===== config.mk =====
export PLATFORM = sky130hd
export DESIGN_NAME = mtf_cell
export DESIGN_NICKNAME = d
export VERILOG_FILES = /design/src/rtl/core/mtf_pkg.sv /design/src/rtl/core/mtf_cell.sv
export SDC_FILE = /design/constraint.sdc
export NUM_CORES = 1
export LEC_CHECK = 0
export BUFFER_PORTS_ARGS = -buffer_cell sky130_fd_sc_hd__buf_2
export CORE_ASPECT_RATIO = 1.2
export CORE_UTILIZATION = 45
export CTS_BUF_LIST = sky130_fd_sc_hd__clkbuf_8
export CTS_CLUSTER_DIAMETER = 50
export DETAILED_ROUTE_END_ITERATION = 6
export HOLD_SLACK_MARGIN = 0.06
export PLACE_DENSITY = 0.8
export SLEW_MARGIN = 15
export SYNTH_ARGS = -nofsm -noshare
export SYNTH_HDL_FRONTEND = slang
export SYNTH_SLANG_ARGS = --single-unit

===== constraint.sdc =====
create_clock -name clk -period 4.7 [get_ports clk]
set_input_delay 0.94 -clock clk [delete_from_list [all_inputs] [get_ports clk]]
set_output_delay 0.94 -clock clk [all_outputs]
set_load 0.03 [all_outputs]

===== src/rtl/core/mtf_pkg.sv =====
// Package with the shared constants, codes and the token type of the move-to-front encoder.
`timescale 1ns / 1ps

package mtf_pkg;

  // Number of dictionary cells in the chain.
  localparam int DEPTH = 256;
  // Bits of a symbol that take part in matching.
  localparam int SYM_W = 8;
  // Bits needed to name one cell.
  localparam int IDX_W = (DEPTH > 1) ? $clog2(DEPTH) : 1;
  // Fixed widths of the port fields.
  localparam int SYMBOL_PORT_W = 8;
  localparam int INDEX_PORT_W  = 8;

  // Operation codes carried by an input transaction.
  typedef enum logic {
    OP_ENCODE  = 1'b0,
    OP_PRELOAD = 1'b1
  } mtf_op_t;

  // Wavefront token that walks the chain one cell per cycle while the chain is not frozen.
  typedef struct packed {
    logic             vld;      // token holds a transaction
    mtf_op_t          op;       // encode or preload
    logic [SYM_W-1:0] sym;      // symbol being searched or appended
    logic [SYM_W-1:0] carry;    // entry shifted back toward the end
    logic             done;     // the dictionary change has been made
    logic [IDX_W-1:0] idx;      // position where the search ended
    logic             was_new;  // symbol was not found
  } mtf_tok_t;

endpackage


===== src/rtl/core/mtf_cell.sv =====
// One dictionary cell: holds one entry and updates it as a token passes by.
`timescale 1ns / 1ps

module mtf_cell (
  input  logic            clk,
  input  logic            rst,
  input  logic            en,
  input  logic [mtf_pkg::IDX_W-1:0] cell_pos,
  input  logic            is_last,
  input  mtf_pkg::mtf_tok_t tok_in,
  output mtf_pkg::mtf_tok_t tok_out
);
  import mtf_pkg::*;

  logic             entry_vld;
  logic [SYM_W-1:0] entry_sym;
  logic             entry_vld_next;
  logic [SYM_W-1:0] entry_sym_next;
  mtf_tok_t         tok_next;
  logic             active;
  logic             hit;
  logic             take;

  // A token works on this cell only until its change has been made.
  assign active = tok_in.vld && !tok_in.done;
  assign hit    = entry_vld && (entry_sym == tok_in.sym);
  assign take   = !entry_vld || hit || is_last;

  // Encode shifts the entry back until the match or the end is reached;
  // preload fills the first empty cell.
  always_comb begin
    tok_next       = tok_in;
    entry_vld_next = entry_vld;
    entry_sym_next = entry_sym;
    if (active) begin
      case (tok_in.op)
        OP_ENCODE: begin
          entry_sym_next = tok_in.carry;
          entry_vld_next = 1'b1;
          tok_next.carry = entry_sym;
          if (take) begin
            tok_next.done    = 1'b1;
            tok_next.idx     = cell_pos;
            tok_next.was_new = !hit;
          end
        end
        OP_PRELOAD: begin
          if (!entry_vld) begin
            entry_sym_next = tok_in.sym;
            entry_vld_next = 1'b1;
            tok_next.done  = 1'b1;
          end
        end
        default: begin
          tok_next = tok_in;
        end
      endcase
    end
  end

  // Entry and token registers advance together with the whole chain.
  always_ff @(posedge clk) begin
    if (rst) begin
      entry_vld <= 1'b0;
      tok_out   <= '0;
    end else if (en) begin
      entry_vld <= entry_vld_next;
      tok_out   <= tok_next;
    end
  end

  // The entry symbol needs no reset; its valid bit guards it.
  always_ff @(posedge clk) begin
    if (en) begin
      entry_sym <= entry_sym_next;
    end
  end

endmodule


==> Yosys cells after proc, flatten, opt, wreduce, memory -nomap -nowiden <==
Cells that the tools add are included.
W data, S select, Z words.
{ "totals": {"reg_bits": 37, "wordCells": 29, "inputBits": 40, "output_inout_bits": 28} }
{ "classes": {"bitwise_logic": 1, "reduce_logical": 9, "n_eq_ne": 2, "mux": 8} }
{ "op_table": {"columns": ["op", "count"], "rows": [
  ["$mux W18", 1],
  ["$mux W8", 2],
  ["$pmux W8 S2", 1],
  ["$mux W10", 1],
  ["$mux W9", 1],
  ["$eq A8 B8 Y1", 1],
  ["$logic_not A1 Y1", 3],
  ["$reduce_and A3 Y1", 1],
  ["$logic_and A1 B1 Y1", 2],
  ["$logic_or A1 B1 Y1", 2],
  ["$ne A2 B2 Y1 const B", 1],
  ["$pmux W1 S2", 1],
  ["$reduce_and A2 Y1", 1],
  ["$mux W1", 1],
  ["$not A1 Y1", 1]
]} }

==> Depth between registers and ports, before layout <==
{ "logic_depth": {"word_depth": 7, "ltp_mapped": 6, "depth_no_buf": 5} }

==> Least setup slack after synthesis <==
No wires, ideal clock.
{ "synth_path": {"kind": "input port to flip-flop", "from": "input en", "to": "register tok_out[9] (netlist bit)", "path_stages": 5, "setup_slack_ps": 2283, "t_arrival_ps": 2347, "n_path_buf": 1, "setup_ps": 70, "cell_sequence": "clkbuf_1 -> nand2_1 -> a211oi_1 -> a21bo_2 -> a21oi_1"} }
{ "synth_lines": {"columns": ["item", "line_no", "text"], "rows": [
  ["from (decl)", "mtf_cell.sv:7", "input logic en,"],
  ["to (signal assigned)", "mtf_cell.sv:68", "tok_out <= tok_next;"],
  ["to (decl)", "mtf_cell.sv:11", "output mtf_pkg::mtf_tok_t tok_out"]
]} }

==> out/metrics.csv <==
stage,metric,value,unit
worst_setup_path,Critical Path Source Type,input port,
worst_setup_path,Worst R2R Path Depth,5,
clock_network,post-CTS sizing,0,
power_and_ir_drop,maximum VDD drop,0.343,mV
worst_setup_path,Worst Setup End Kind,flip-flop,
worst_setup_path,worst path cell trace,"buf_2, nand2_1, a211oi_1, buf_4, a21bo_2, a21oi_1",
route,DRT iter0 DRCs,76,
logic_synthesis,Synth area leader,dfxtp_1,
clock_network,Skew-Pair Late Insertion Delay,0.29,ns
logic_synthesis,Synth top area share,32.2,%
floorplanning,core footprint,3720,sq um
sta,final hold vios,0,
floorplanning,Die X,59.8,um
clock_network,CTS tree,built,
power_and_ir_drop,Net Switching,0.208,mW
floorplanning,Initial Utilization,48.5,%
clock_network,CTS buffer count,5,
power_and_ir_drop,combinational share of power,16.7,%
logic_synthesis,Main synth FF type,dfxtp_1,
grt,antenna violations before repair,0,
power_and_ir_drop,Pwr Density,357,nW/um^2
floorplanning,die area,4270,sq um
min_path,Hold Crit Class,flip-flop to flip-flop,
final_layout,synth-to-layout area growth,27.0,%
route,detailed-route DRC error count,0,
final_layout,fraction of layout cells with a size suffix above 1,47.1,%
clock_network,setup repair bufs after CTS,0,
run,Max Cap Viol,0,
min_path,WHS Path Cells,2,
power_and_ir_drop,clock share of power,40.0,%
sta,Final Max Slew Viols,0,
worst_setup_path,Setup CP Type,input port to flip-flop,
clock_network,CTS root buf,clkbuf_8,
grt,GRT Overall Usage,17.8,%
route,Avg Vias per Cell,5.08,
power_and_ir_drop,Pint,0.610,mW
clock_network,htree depth,2,
sta,clk_skew,0.00663,ns
grt,vias in the first global route,1273,
sta,Final setup viols,0,
logic_synthesis,YS warnings,0,
power_and_ir_drop,Pwr Total,0.817,mW
logic_synthesis,post-synthesis net count,201,
sta,fin crit share,53.0,%
worst_setup_path,crit-path max cell delay,0.76,ns
route,DR vias,1406,
final_layout,Fillers,325,
logic_synthesis,Synth cell types,26,
worst_setup_path,Critical Path RT,4.92,ns
route,ANT nets after route,0,
route,DR WL/cell,13.4,um
outcome,status,"complete, no violations",
route,WL final,3700,um
sta,RSZ-0062 raised after global routing,false,
clock_network,Worst-path clk slew,0.08,ns
logic_synthesis,register area share after synthesis,45.5,%
floorplanning,Rows,24,
sta,FMAX,0.402,GHz
route,1st-pass router iterations,4,
clock_network,Clock Tree Buf Depth,2,
clock_network,CTS Hold Bufs,0,
logic_synthesis,#FFs+latches synth,37,
floorplanning,Die Ht,71.4,um
logic_synthesis,number of flops mapped to enable cells by yosys,8,
clock_network,CTS Sinks,37,
worst_setup_path,"Max FO, Critical Path",54,
grt,total gr overflow,0,
power_and_ir_drop,sw frac,25.4,%
final_layout,final net count,264,
logic_synthesis,synth cell count leaders,"29 x dfxtp_1, 20 x nor2_1, 18 x mux2i_1",
logic_synthesis,Mapped Avg Cell Area,11.2,sq um
logic_synthesis,dominant cells by area after synthesis,"dfxtp_1 32%, edfxtp_1 13%, mux2i_1 10%",
power_and_ir_drop,static leakage power,1.03,nW
sta,TNS Setup,0,ns
logic_synthesis,Synth Instances,161,
sta,relative slew slack,31.3,%
logic_synthesis,fraction of registers with async set/reset,0,%
logic_synthesis,Mapped Area,1810,sq um
logic_synthesis,top-count cell post-synth,dfxtp_1,
power_and_ir_drop,Seq pwr share,43.3,%
sta,Least-Margin Pin Slew,1.03,ns
sta,Period minus WS final,2.49,ns
grt,largest net degree at the start of global routing,55,
worst_setup_path,Worst EP arrival,2.71,ns
grt,global-route wire length before repair,5670,um
placed_design,gpl congestion,0.718,
worst_setup_path,Crit-path slowest cell,buf_2,
placed_design,I/O Buffers,67,
floorplanning,I/O pins,68,
final_layout,n_diodes,0,
[routing by layer]
layer  global-route usage, %  routed length (um)
met1                    20.5                1680
met2                    29.4                1690
met3                    7.04                 278
met4                    6.20                  53
met5                       0                   0
[worst paths after layout]
check | slack, ns | from | endpoint
min reg2reg | 0.47 | tok_out[0] | tok_out[0]
max | 2.21 | en | tok_out[9]
min | 0.47 | tok_out[0] | tok_out[0]
max reg2reg | 2.92 | entry_sym[2] | tok_out[6]
[layout make-up]
class / count / area, sq um / area share [%]
multi-input combinational: 103 / 896 / 39.1
sequential: 37 / 821 / 35.8
timing repair buffer: 68 / 343 / 15.0
clock buffer: 5 / 68.8 / 3.00
clock inverter: 3 / 65.1 / 2.84
tap: 52 / 65.1 / 2.84
inverter: 9 / 33.8 / 1.47
[worst max-delay path, delay by kind of cell]
kind	cells	cell delay [ns]
simple gates	1	0.20
buf+inv	2	0.97
compound gates	3	0.58
[state kept, by name, summed over array words and instances (netlist names)]
register and count:
entry_sym 8, entry_vld 1, tok_out 28
[metrics by stage]
stage	instances	utilization, %	cell area, sq um	setup slack [ns]	hold WS [ns]
2_1_floorplan	161	-	1810	2.28	0.484
3_3_place_gp	269	58.0	2160	1.97	0.456
3_5_place_dp	269	58.0	2160	1.90	0.462
4_1_cts	277	61.6	2290	2.20	0.475
5_1_grt	277	61.6	2290	2.05	0.498
6_report	277	61.6	2290	2.21	0.474
[cell usage in the layout, fill, tap and decap left out]
cell	n
bufinv_16	2
a21o_1	1
a311oi_2	8
nand2b_1	3
and4bb_2	8
clkbuf_8	5
a211oi_1	9
inv_1	9
a21oi_1	3
buf_2	67
clkinv_2	1
a21oi_2	1
o21bai_1	8
nand2b_4	1
nand3_1	1
mux2_2	8
a21bo_2	1
nor4_2	2
nand2_1	1
buf_4	1
edfxtp_1	8
mux2i_1	18
nand4_1	1
nor2_1	20
xor2_1	8
dfxtp_1	29
nor3b_4	1
[power groups by stage]
stage / Clock (mW) / Sequential [mW] / Combinational (mW)
after floorplan: 0 / 0.393 / 0.0611
after global placement: 0 / 0.361 / 0.136
after detailed placement: 0 / 0.361 / 0.138
after CTS: 0.332 / 0.354 / 0.138
after global routing: 0.342 / 0.356 / 0.147
final: 0.327 / 0.354 / 0.137
[logic make-up (layout without fill, tap and decap cells)]
| logic type | after synthesis | after routing | synth area share, % |
|---|---|---|---|
| simple gates | 38 | 38 | 14.8 |
| flops | 37 | 37 | 45.5 |
| compound gates | 31 | 31 | 16.0 |
| mux | 26 | 26 | 15.0 |
| xor+xnor | 8 | 8 | 3.88 |
| buf+inv | 21 | 85 | 4.92 |
No activity file was read; power rests on OpenSTA's default activity.
